### config.mk
export PLATFORM = sky130hd
export DESIGN_NAME = morse_letter_encoder
export DESIGN_NICKNAME = d
export VERILOG_FILES = /design/src/design/mle_pkg.sv /design/src/design/mle_dur.sv /design/src/design/mle_seq.sv /design/src/design/morse_letter_encoder.sv
export SDC_FILE = /design/constraint.sdc
export NUM_CORES = 1
export LEC_CHECK = 0
export ABC_AREA = 1
export BUFFER_PORTS_ARGS = -buffer_cell sky130_fd_sc_hd__buf_2
export CAP_MARGIN = 10
export CELL_PAD_IN_SITES_DETAIL_PLACEMENT = 1
export CELL_PAD_IN_SITES_GLOBAL_PLACEMENT = 1
export CORE_MARGIN = 3
export CORE_UTILIZATION = 37
export DETAILED_ROUTE_END_ITERATION = 10
export GPL_ROUTABILITY_DRIVEN = 1
export GPL_TIMING_DRIVEN = 0
export HOLD_SLACK_MARGIN = 0.1
export PLACE_DENSITY = 0.87
export SKIP_CTS_REPAIR_TIMING = 1
export SLEW_MARGIN = 30
export SYNTH_ARGS = -nofsm -noshare
export SYNTH_HDL_FRONTEND = slang
export SYNTH_HIERARCHICAL = 1
export SYNTH_SLANG_ARGS = --single-unit
### constraint.sdc
create_clock -name clk -period 2 [get_ports clk]
set_input_delay 0.2 -clock clk [delete_from_list [all_inputs] [get_ports clk]]
set_output_delay 0.2 -clock clk [all_outputs]
set_load 0.01 [all_outputs]
### src/design/mle_pkg.sv
package mle_pkg;

  localparam logic [15:0] UNIT_TICKS_RESET = 16'd500;
  localparam logic [7:0]  FIRST_LETTER     = 8'h61;
  localparam logic [7:0]  LAST_LETTER      = 8'h7A;
  localparam int          DUR_W            = 18;

  typedef enum logic [2:0] {
    ST_IDLE,
    ST_ON,
    ST_OFF,
    ST_GAP,
    ST_END
  } state_t;

  typedef enum logic [1:0] {
    UNITS_1,
    UNITS_2,
    UNITS_4
  } units_t;

  // One interval request from the sequencer to the output stage
  typedef struct packed {
    logic   valid;
    logic   lamp;
    units_t units;
    logic   last;
  } emit_t;

  // High nibble: element count. Low nibble: elements, first in highest used bit, 1 = dash.
  function automatic logic [7:0] letter_code(input logic [4:0] idx);
    logic [7:0] code;
    case (idx)
      5'd0:  code = 8'h21;
      5'd1:  code = 8'h48;
      5'd2:  code = 8'h4A;
      5'd3:  code = 8'h34;
      5'd4:  code = 8'h10;
      5'd5:  code = 8'h42;
      5'd6:  code = 8'h36;
      5'd7:  code = 8'h40;
      5'd8:  code = 8'h20;
      5'd9:  code = 8'h47;
      5'd10: code = 8'h35;
      5'd11: code = 8'h44;
      5'd12: code = 8'h23;
      5'd13: code = 8'h22;
      5'd14: code = 8'h37;
      5'd15: code = 8'h46;
      5'd16: code = 8'h4D;
      5'd17: code = 8'h32;
      5'd18: code = 8'h30;
      5'd19: code = 8'h11;
      5'd20: code = 8'h31;
      5'd21: code = 8'h41;
      5'd22: code = 8'h33;
      5'd23: code = 8'h49;
      5'd24: code = 8'h4B;
      5'd25: code = 8'h4C;
      default: code = 8'h10;
    endcase
    return code;
  endfunction

endpackage

### src/design/mle_dur.sv
module mle_dur import mle_pkg::*; (
  input  logic [15:0]      unit_ticks,
  input  units_t           units,
  output logic [DUR_W-1:0] dur
);

  logic [DUR_W-1:0] base;

  assign base = {2'b00, unit_ticks};

  always_comb begin
    case (units)
      UNITS_1: dur = base;
      UNITS_2: dur = {base[DUR_W-2:0], 1'b0};
      UNITS_4: dur = {base[DUR_W-3:0], 2'b00};
      default: dur = base;
    endcase
  end

endmodule

### src/design/mle_seq.sv
module mle_seq import mle_pkg::*; (
  input  logic       clk,
  input  logic       rst,
  input  logic [7:0] char_code,
  input  logic       in_valid,
  output logic       in_ready,
  input  logic       slot_free,
  output emit_t      emit
);

  state_t     state, state_next;
  logic [3:0] elems, elems_next;
  logic [1:0] left, left_next;

  logic [7:0] offset;
  logic [7:0] code;
  logic [3:0] aligned;
  logic       is_letter;
  logic       step;

  assign offset    = char_code - FIRST_LETTER;
  assign code      = letter_code(offset[4:0]);
  assign is_letter = (char_code >= FIRST_LETTER) && (char_code <= LAST_LETTER);
  assign in_ready  = (state == ST_IDLE);
  assign step      = emit.valid && slot_free;

  // Left-align the element bits so the first element sits in bit 3
  always_comb begin
    case (code[6:4])
      3'd1:    aligned = {code[0], 3'b000};
      3'd2:    aligned = {code[1:0], 2'b00};
      3'd3:    aligned = {code[2:0], 1'b0};
      default: aligned = code[3:0];
    endcase
  end

  always_ff @(posedge clk) begin
    if (rst) begin
      state <= ST_IDLE;
    end else begin
      state <= state_next;
    end
    elems <= elems_next;
    left  <= left_next;
  end

  always_comb begin
    state_next = state;
    elems_next = elems;
    left_next  = left;
    emit       = '{valid: 1'b0, lamp: 1'b0, units: UNITS_1, last: 1'b0};
    case (state)
      ST_IDLE: begin
        if (in_valid) begin
          elems_next = aligned;
          left_next  = 2'(code[6:4] - 3'd1);
          state_next = is_letter ? ST_ON : ST_GAP;
        end
      end
      ST_ON: begin
        emit = '{valid: 1'b1, lamp: 1'b1, units: (elems[3] ? UNITS_2 : UNITS_1), last: 1'b0};
        if (step) begin
          state_next = ST_OFF;
        end
      end
      ST_OFF: begin
        emit = '{valid: 1'b1, lamp: 1'b0, units: UNITS_1, last: 1'b0};
        if (step) begin
          elems_next = {elems[2:0], 1'b0};
          left_next  = left - 2'd1;
          state_next = (left == 2'd0) ? ST_END : ST_ON;
        end
      end
      ST_GAP: begin
        emit = '{valid: 1'b1, lamp: 1'b0, units: UNITS_4, last: 1'b0};
        if (step) begin
          state_next = ST_END;
        end
      end
      ST_END: begin
        emit = '{valid: 1'b1, lamp: 1'b0, units: UNITS_2, last: 1'b1};
        if (step) begin
          state_next = ST_IDLE;
        end
      end
      default: begin
        state_next = ST_IDLE;
      end
    endcase
  end

endmodule

### src/design/morse_letter_encoder.sv
// Morse letter keyer: one character byte in, a run of lamp intervals out.
//
// Input channel: char_code with in_valid / in_ready. A lower-case letter
// gives an on/off pair per element (dot one unit, dash two units, then one
// unit off); any other byte gives a single four-unit off interval. Every
// character closes with a two-unit off interval flagged by last.
// Output channel: lamp_on, duration_ticks, last with out_valid / out_ready.
// duration_ticks is the unit count times unit_ticks.
// Config: unit_ticks is written on any cycle with unit_ticks_we high.
//
// Timing: an accepted character takes the sequencer out of idle, then its
// first interval is loaded into the output register, then one interval per
// cycle while the receiver takes them, with the sequencer stepping through
// the shared duration shifter. in_ready is high only while the sequencer is
// idle; it may take the next character while the final beat still waits.
// A receiver stall holds the output register and freezes the sequencer.
// Reset clears the sequencer and output valid, and sets unit_ticks to 500.
module morse_letter_encoder import mle_pkg::*; (
  input  logic             clk,
  input  logic             rst,
  input  logic             unit_ticks_we,
  input  logic [15:0]      unit_ticks_data,
  input  logic [7:0]       char_code,
  input  logic             in_valid,
  output logic             in_ready,
  output logic             lamp_on,
  output logic [DUR_W-1:0] duration_ticks,
  output logic             last,
  output logic             out_valid,
  input  logic             out_ready
);

  logic [15:0]      unit_ticks;
  emit_t            emit;
  logic             slot_free;
  logic [DUR_W-1:0] dur;

  // Output slot is free when empty or being drained this cycle
  assign slot_free = !out_valid || out_ready;

  always_ff @(posedge clk) begin
    if (rst) begin
      unit_ticks <= UNIT_TICKS_RESET;
    end else if (unit_ticks_we) begin
      unit_ticks <= unit_ticks_data;
    end
  end

  mle_seq u_seq (
    .clk       (clk),
    .rst       (rst),
    .char_code (char_code),
    .in_valid  (in_valid),
    .in_ready  (in_ready),
    .slot_free (slot_free),
    .emit      (emit)
  );

  // Shared duration unit: scale the unit length by 1, 2 or 4
  mle_dur u_dur (
    .unit_ticks (unit_ticks),
    .units      (emit.units),
    .dur        (dur)
  );

  // Output register: load a new beat when the slot is free, else hold
  always_ff @(posedge clk) begin
    if (rst) begin
      out_valid <= 1'b0;
    end else if (slot_free) begin
      out_valid <= emit.valid;
    end
    if (slot_free && emit.valid) begin
      lamp_on        <= emit.lamp;
      duration_ticks <= dur;
      last           <= emit.last;
    end
  end

endmodule

==> Word level (Yosys, flattened, before mapping) <==
Memory sizes are Yosys's and may differ from the RTL's.
Cells that the tools add are included.
{ "totals": {"mem_count": 1, "ff_bits": 46, "wordCells": 55, "latchBits": 0, "romBits": 224, "output_inout_bits": 22, "mem_bits_rw": 0} }
{ "classes": {"bitwise": 0, "n_eq_ne": 14, "n_reduce_logical": 9, "shift": 0, "multipliers": 0, "order_cmp": 2, "mux": 18, "n_addsub": 3, "n_div": 0} }
{ "mem_list": {"columns": ["memory", "depth", "width", "read_ports", "rd_clocked_by_memory_dff", "write_ports", "line_no", "source"], "rows": [
  ["(no name shown)", 32, 7, 1, 0, 0, "mle_pkg.sv:33", "case (idx)"]
]} }
{ "op_table": {"columns": ["cell", "n"], "rows": [
  ["18-bit one-hot mux with 2 select lines", 1],
  ["5-bit one-hot mux with 4 select lines", 1],
  ["3-bit two-way mux", 6],
  ["3-bit one-hot mux with 5 select lines", 1],
  ["3-bit by 2-bit == test with 1-bit output, second input constant", 4],
  ["4-bit one-hot mux with 3 select lines", 1],
  ["8-bit by 7-bit greater-or-equal comparator with 1-bit output, second input constant", 1],
  ["8-bit by 7-bit less-or-equal comparator with 1-bit output, second input constant", 1],
  ["4-bit two-way mux", 2],
  ["2-bit by 1-bit inequality test with 1-bit output, second input constant", 4],
  ["4-bit one-hot mux with 2 select lines", 1],
  ["3-bit by 1-bit == test with 1-bit output, second input constant", 2],
  ["2-bit two-way mux", 3],
  ["5-bit AND reduction", 1],
  ["5-bit by 1-bit subtractor with 5-bit output, second input constant", 1],
  ["2-bit one-hot mux with 2 select lines", 1],
  ["2-bit by 1-bit subtractor with 2-bit output, second input constant", 2],
  ["3-bit == test, second input constant", 1],
  ["3-bit logical NOT", 1],
  ["3-bit AND reduction", 1],
  ["2-bit by 1-bit == test with 1-bit output, second input constant", 1],
  ["2-bit == test, second input constant", 1],
  ["1-bit logical AND", 2],
  ["2-bit logical NOT", 1],
  ["5 further kinds", 5]
]} }

==> Logic depth before layout (Yosys ltp) <==
Gate-level depths: netlist of run 1.
An unclocked memory read counts as a cell.
{ "depth": {"ltp_word": 6, "ltp_mapped": 17, "mapped_depth_nobuf": 17} }

==> Cells and area by module <==
The synthesis of run 1 kept the hierarchy.
{ "modules_own_cells": {"columns": ["mod", "cells_each", "n_inst", "area_per_inst_um2"], "rows": [
  ["mle_seq", 199, 1, 1229.9],
  ["morse_letter_encoder", 95, 1, 1193.6],
  ["mle_dur", 80, 1, 511.7]
]} }

==> Least setup slack after synthesis of run 1 <==
No wires, ideal clock.
{ "synth_path": {"kind": "register to register", "startpoint": "register u_seq.state[1]", "endpoint": "register duration_ticks[0] (enable)", "stages_incl_launch_ff": 7, "t_arrival_ps": 1802, "path_slack_ps": -206, "required_ps": 1596, "path_buffers": 0, "cell_sequence": "dfxtp_1 nor2_1 inv_1 nor2_1 nor2_1 inv_1 a21oi_1"} }
{ "synth_rtl": {"columns": ["element", "line_no", "source"], "rows": [
  ["from (decl)", "mle_seq.sv:11", "state_t state, state_next;"],
  ["from (signal assigned)", "mle_seq.sv:41", "state <= state_next;"],
  ["to (signal assigned)", "morse_letter_encoder.sv:75", "duration_ticks <= dur;"],
  ["to (decl)", "morse_letter_encoder.sv:27", "output logic [DUR_W-1:0] duration_ticks,"]
]} }

==> results of run 1 <==
## area by class of cell
type	instances	area, um2	area share
Clock buffer	5	68.8	0.0196
Multi-Input combinational cell	282	1570	0.447
Clock inverter	3	40.0	0.0114
Sequential cell	46	1180	0.337
Tap cell	99	124	0.0352
Buffer	13	115	0.0327
Timing Repair Buffer	53	275	0.0782
Inverter	34	138	0.0391
## power by group
group | internal (mW) | switching [mW]
clock | 0.368 | 0.307
sequential | 1.50 | 0.161
combinational | 0.760 | 1.39
total | 2.63 | 1.86
## cell usage after synthesis (4+ instances only)
| master | count |
|---|---|
| inv_2 | 7 |
| a21oi_1 | 10 |
| buf_6 | 4 |
| nor3_1 | 4 |
| nand2_4 | 5 |
| o21ai_0 | 15 |
| nand3_1 | 53 |
| edfxtp_1 | 26 |
| nand2_2 | 10 |
| nand3_2 | 20 |
| nand4_1 | 5 |
| ha_1 | 10 |
| dfxtp_1 | 20 |
| inv_1 | 24 |
| nor2_1 | 36 |
| nand2_1 | 101 |
## kinds of logic (layout without fill, tap and decap cells)
kind of cell    count (synthesis)  in the layout  share of synthesized area
flops                          46             46                      0.402
buf+inv                        47            108                     0.0844
compound gates                 33             34                     0.0695
simple gates                  237            237                      0.398
xor+xnor                        1              1                    0.00298
fa+ha+maj                      10             10                     0.0426
## metal layers
metal / GRT usage / vias to the layer above / share of wire
met5: 0 / - / 0
met4: 0.0697 / 0 / 0.024
met3: 0.0237 / 18 / 0.036
met2: 0.333 / 64 / 0.53
met1: 0.217 / 1313 / 0.41
li1: - / 1363 / -
## worst paths after layout
kind	endpoint	slack (ps)
max	duration_ticks[6]$_DFFE_PP_	70
min	unit_ticks[4]$_SDFFE_PP1P_	110
max reg2reg	duration_ticks[6]$_DFFE_PP_	70
min reg2reg	unit_ticks[4]$_SDFFE_PP1P_	530
## state kept, by name, summed over array words and instances (netlist names)
signal / count
lamp_on: 1
u_seq/left: 2
duration_ticks: 18
unit_ticks: 16
last: 1
out_valid: 1
u_seq/elems: 4
u_seq/state: 3
## placed cells by master, fill, tap and decap left out, types with 3 or more instances in the layout
| cell type | Yosys | layout |
|---|---|---|
| nor2_1 | 36 | 34 |
| dfxtp_1 | 20 | 19 |
| edfxtp_1 | 26 | 26 |
| o21ai_0 | 15 | 14 |
| ha_1 | 10 | 8 |
| buf_4 | 3 | 7 |
| clkbuf_8 | 0 | 5 |
| inv_1 | 24 | 21 |
| o211ai_1 | 3 | 3 |
| buf_2 | 3 | 51 |
| nand2_1 | 101 | 100 |
| nand3_2 | 20 | 20 |
| buf_6 | 4 | 4 |
| nand2_4 | 5 | 6 |
| a21oi_1 | 10 | 9 |
| nand3_1 | 53 | 53 |
| nand4_1 | 5 | 5 |
| nor3_1 | 4 | 3 |
| nor2_2 | 2 | 4 |
| inv_2 | 7 | 9 |
| nand2_2 | 10 | 10 |
## critical path, cell delays in order (launching register included)
cell	delay (ps)
dfxtp_4	370
inv_2	60
nor3_2	180
nand2_1	90
o21ai_2	80
inv_2	60
ha_4	250
buf_6	100
inv_2	40
buf_6	140
buf_12	150
nand3_2	70
nand3_2	80
## stage by stage
stage / hold slack (ps) / std cells / TNS (ps) / instance area, um2
final: 107 / 535 / 0 / 3520
after global routing: 112 / 535 / 0 / 3520
after CTS: 99.8 / 531 / -4380 / 3420
after detailed placement: 422 / 523 / -4270 / 3310
after global placement: 415 / 523 / -1690 / 3310
after floorplan: 269 / 374 / 0 / 2940
==> flow_summary.ini, run 1 <==
[timing]
hold_violations = 0
period_needed_ps = 1930
slew_violations = 0
rsz0062_at_grt = false
setup_viol = 0
tightest_slew_ps = 636
relSlewSlack = 0.576
max_freq_mhz = 517
finalCritPeriodShare = 0.967
finClkSkew_ps = 14.7
setup_slack_ps = 65.6

[yosys]
synth_area_leaders = edfxtp_1 27%, dfxtp_1 14%, nand2_1 13%
synth.avg_cell_area_um2 = 7.85
synth_edf_count = 26
ys_warn_count = 6
seq_area_frac_synth = 0.402
syn_inst = 374
synth_top_cell_area_share = 0.266
syn_nets = 413
syn_area_um2 = 2940
ys_types = 32
synthFlopType = edfxtp_1
synthArstFlopShare = 0
synth_top_cell_by_area = edfxtp_1
ys_ff_latch = 46

[global_routing]
grt_max_degree = 21
track_usage = 0.183
antenna_found_initial = 0
grt-ovfl-total = 0
grt_pass1_vias = 2738
grt_pass1_wl_um = 13000

[die]
die_y_um = 95.1
die_width_um = 95.1
start_util = 0.392
fp.dieArea_um2 = 9040
fp-row-count = 31
core-area_um2 = 7490
pin_count = 51

[setup_path]
cp.arrival_ps = 1980
ff2ff_path_depth = 12
critPathLaunch = u_seq/state[0]$_SDFFE_PP0P_
end_kind = flop
required_ps = 2050
path_class = flop to flop
cp-start-kind = flop
rr_startpoint = u_seq/state[0]$_SDFFE_PP0P_
cp_max_fo = 10

[power_and_ir_drop]
power_mw = 4.49
power_leakage_nw = 1.66
cellPowerDensity_nw_per_um2 = 1280
peakVddDrop_mv = 0.319

[clocking]
clock_path_buffers = 2
clock-sinks = 46
cts_tree = yes
path_clk_slew_ps = 90
htree_num_levels = 2
clockRootBuffer = clkbuf_8
numCtsBuffers = 5
clk_latency_ps = 300

[worst_hold_path]
hold-path-cell-count = 3
hp-class = input port to flop
worstHoldStart = unit_ticks_data[4]

[place]
dp.final_hpwl_um = 6010
routabilityCongestion = 0.841
io_buffers = 50
dp_slack_ps = -358

[final_layout]
fillers = 935
n_antenna_cell = 0
final_util = 0.470
layout.nets = 474
area_growth_pct = 19.9
layout-drive-gt1-share = 0.314

[detailed_routing]
routedWlPerCell_um = 15.1
drtAntennaViolNets = 0
vias_per_cell = 5.16
drc_errors = 0
dr.pass1.iters = 4
drt-total-wl_um = 8080
num_vias = 2758
drt_iter0_drc = 109

[job]
drv_cap = 0

[run_status]
outcome = finished clean
(Power assumes the default switching activity.)
==> run 2: changes to the inputs <==
SKIP_CTS_REPAIR_TIMING = default   (was 1)
SYNTH_HIERARCHICAL = default   (was 1)
==> run 2 against run 1 <==
- count of clock-buffer cells in the layout rose by 2
- combinational power fell by 12%
- die area shrank 4.9%
- core utilization rose by 1.0 points
- power fell by 7.3%
- final cell count is 6.0% lower
- cell area decreased by 3.7%
- hold slack gained 10 ps
- area after synthesis shrank 5.2%
- critical endpoint is now duration_ticks[14]$_DFFE_PP_
- largest cell class unchanged
- largest power group unchanged
==> flow_summary.ini, run 2 <==
[yosys]
synth_compound_area_frac = 0.177
synthMuxAreaShare = 0
synthMostInstantiatedCell = nand2_1
yosys.area_share.xor_xnor = 0.00315
seq_area_frac_synth = 0.425
synthArstFlopShare = 0
synth_top_cell_area_share = 0.281
synth_edf_count = 26
synth_top_cell_by_area = edfxtp_1
synth-simple-area-share = 0.265
ys_types = 36
synthFlopType = edfxtp_1
syn_area_um2 = 2780
syn_inst = 346
syn_nets = 383
ys_warn_count = 0
yosys-top-cells-count = 64 x nand2_1, 41 x inv_1, 35 x o21ai_0
synth_fa_ha_area_frac = 0.0360
ys_ff_latch = 46
synth_top_family_by_area = simple AND/OR/NAND/NOR gates
synth.avg_cell_area_um2 = 8.04
synth_area_leaders = edfxtp_1 28%, dfxtp_1 14%, nand2_1 8.6%

[place]
dp.final_hpwl_um = 5640
dp_slack_ps = -475
io_buffers = 49
placed_area_um2 = 3170
routabilityCongestion = 0.829

[die]
die_width_um = 92.7
pin_count = 51
fp.dieArea_um2 = 8590
start_util = 0.394
core-area_um2 = 7060
die_y_um = 92.7
fp-row-count = 30

[timing]
period_needed_ps = 1900
max_freq_mhz = 525
finalCritPeriodShare = 0.952
finClkSkew_ps = 14.7
hold_ws_ps = 118
tightest_slew_ps = 658
relSlewSlack = 0.560
slew_violations = 0
setup_viol = 0
hold_violations = 0
setup_slack_ps = 95.4

[final_layout]
final_cell_mix = 62 x nand2_1, 48 x buf_2, 38 x inv_1, 34 x o21ai_0, 27 x nand3_1
layout-drive-gt1-share = 0.307
n_antenna_cell = 0
design_area_um2 = 3390
layout.nets = 443
max_flop_register = duration_ticks
largest_reg_flops = 18
final_common_cell = nand2_1
area_growth_pct = 21.9
reg_top3 = duration_ticks x18, unit_ticks x16, u_seq.elems x4

[global_routing]
grt_max_degree = 15
grt-ovfl-total = 0
grt_pass1_vias = 2618
grt_pass1_wl_um = 12400
antenna_found_initial = 0
track_usage = 0.180

[detailed_routing]
num_vias = 2584
vias_per_cell = 5.14
drt-total-wl_um = 7530
dr.pass1.iters = 4
routedWlPerCell_um = 15.0
drc_errors = 0
drt_iter0_drc = 140
drtAntennaViolNets = 0

[clocking]
numCtsBuffers = 5
clock_path_buffers = 2
path_clk_slew_ps = 90
cts_tree = yes
clock-sinks = 46
clk_latency_ps = 300
htree_num_levels = 2
clockRootBuffer = clkbuf_8

[setup_path]
path_class = flop to flop
required_ps = 2050
cp-start-kind = flop
cp_max_fo = 10
cp.arrival_ps = 1950
end_kind = flop

[power_and_ir_drop]
power_leakage_nw = 1.51
cellPowerDensity_nw_per_um2 = 1230
peakVddDrop_mv = 0.385

[job]
drv_cap = 0

[worst_hold_path]
hp-class = input port to flop

[run_status]
outcome = finished clean
## run 2: timing repair
item | in CTS | in global routing
gates resized for setup | 15 | 19
hold buffers | 1 | 0
hold endpoints to repair | 1 | 0
setup endpoints to repair | 21 | 16
pin swaps | 2 | 1
buffers inserted | 2 | 0
gates cloned | 1 | 0
## run 2: power by group
group	leakage, nW	switching [mW]	internal [mW]
Combinational	1.04	1.23	0.654
Sequential	0.420	0.133	1.51
Clock	0.0496	0.309	0.323
## run 2: kinds of logic after synthesis
logic type	after synthesis
DFF	46
AOI/OAI and AO/OA	88
adders and majority gates	8
and+or+nand+nor	143
xor gates and xnor gates	1
buffers and inverters	60
## run 2: metal layers
layer,part of all wire,vias up,global-route usage
met4,0.022,0,0.0623
met1,0.42,1234,0.203
met2,0.53,50,0.340
met5,0,-,0
met3,0.029,13,0.0284
li1,-,1287,-
## run 2: through the flow
step	TNS, ps	utilization	std cells	power, mW
detailed placement	-8170	0.449	491	3.35
floorplan	0	-	346	2.78
CTS	0	0.473	503	4.14
global route	-53.1	0.480	503	4.46
finish	0	0.480	503	4.17
global placement	-5580	0.449	491	3.26
## run 2: layout make-up
| cell class | instances | area, um2 |
|---|---|---|
| multi-input combinational | 241 | 1420 |
| buffer | 11 | 87.6 |
| clock inverter | 1 | 7.51 |
| sequential | 46 | 1190 |
| timing repair buffer | 52 | 273 |
| fill | 897 | 3670 |
| inverter | 49 | 198 |
| tap | 96 | 120 |
| clock buffer | 7 | 97.6 |
## run 2: worst max-delay path: stages (launching register included)
cell and delay, ps:
dfxtp_2 350, nor2_2 140, nand2_2 130, inv_1 110
a21oi_2 50, ha_2 350, clkinv_2 150, buf_4 210
nand2_1 80, o21ai_0 90
## run 2: path summary, 6_finish.rpt
kind	from	endpoint	slack, ps	cells past startpoint
worst max-delay path	u_seq.state[0]$_SDFFE_PP0P_	duration_ticks[14]$_DFFE_PP_	100	9
worst max register to register	u_seq.state[0]$_SDFFE_PP0P_	duration_ticks[14]$_DFFE_PP_	100	9
worst min-delay path	unit_ticks_data[6]	unit_ticks[6]$_SDFFE_PP1P_	120	3
worst min register to register	unit_ticks[12]$_SDFFE_PP0P_	unit_ticks[12]$_SDFFE_PP0P_	520	2
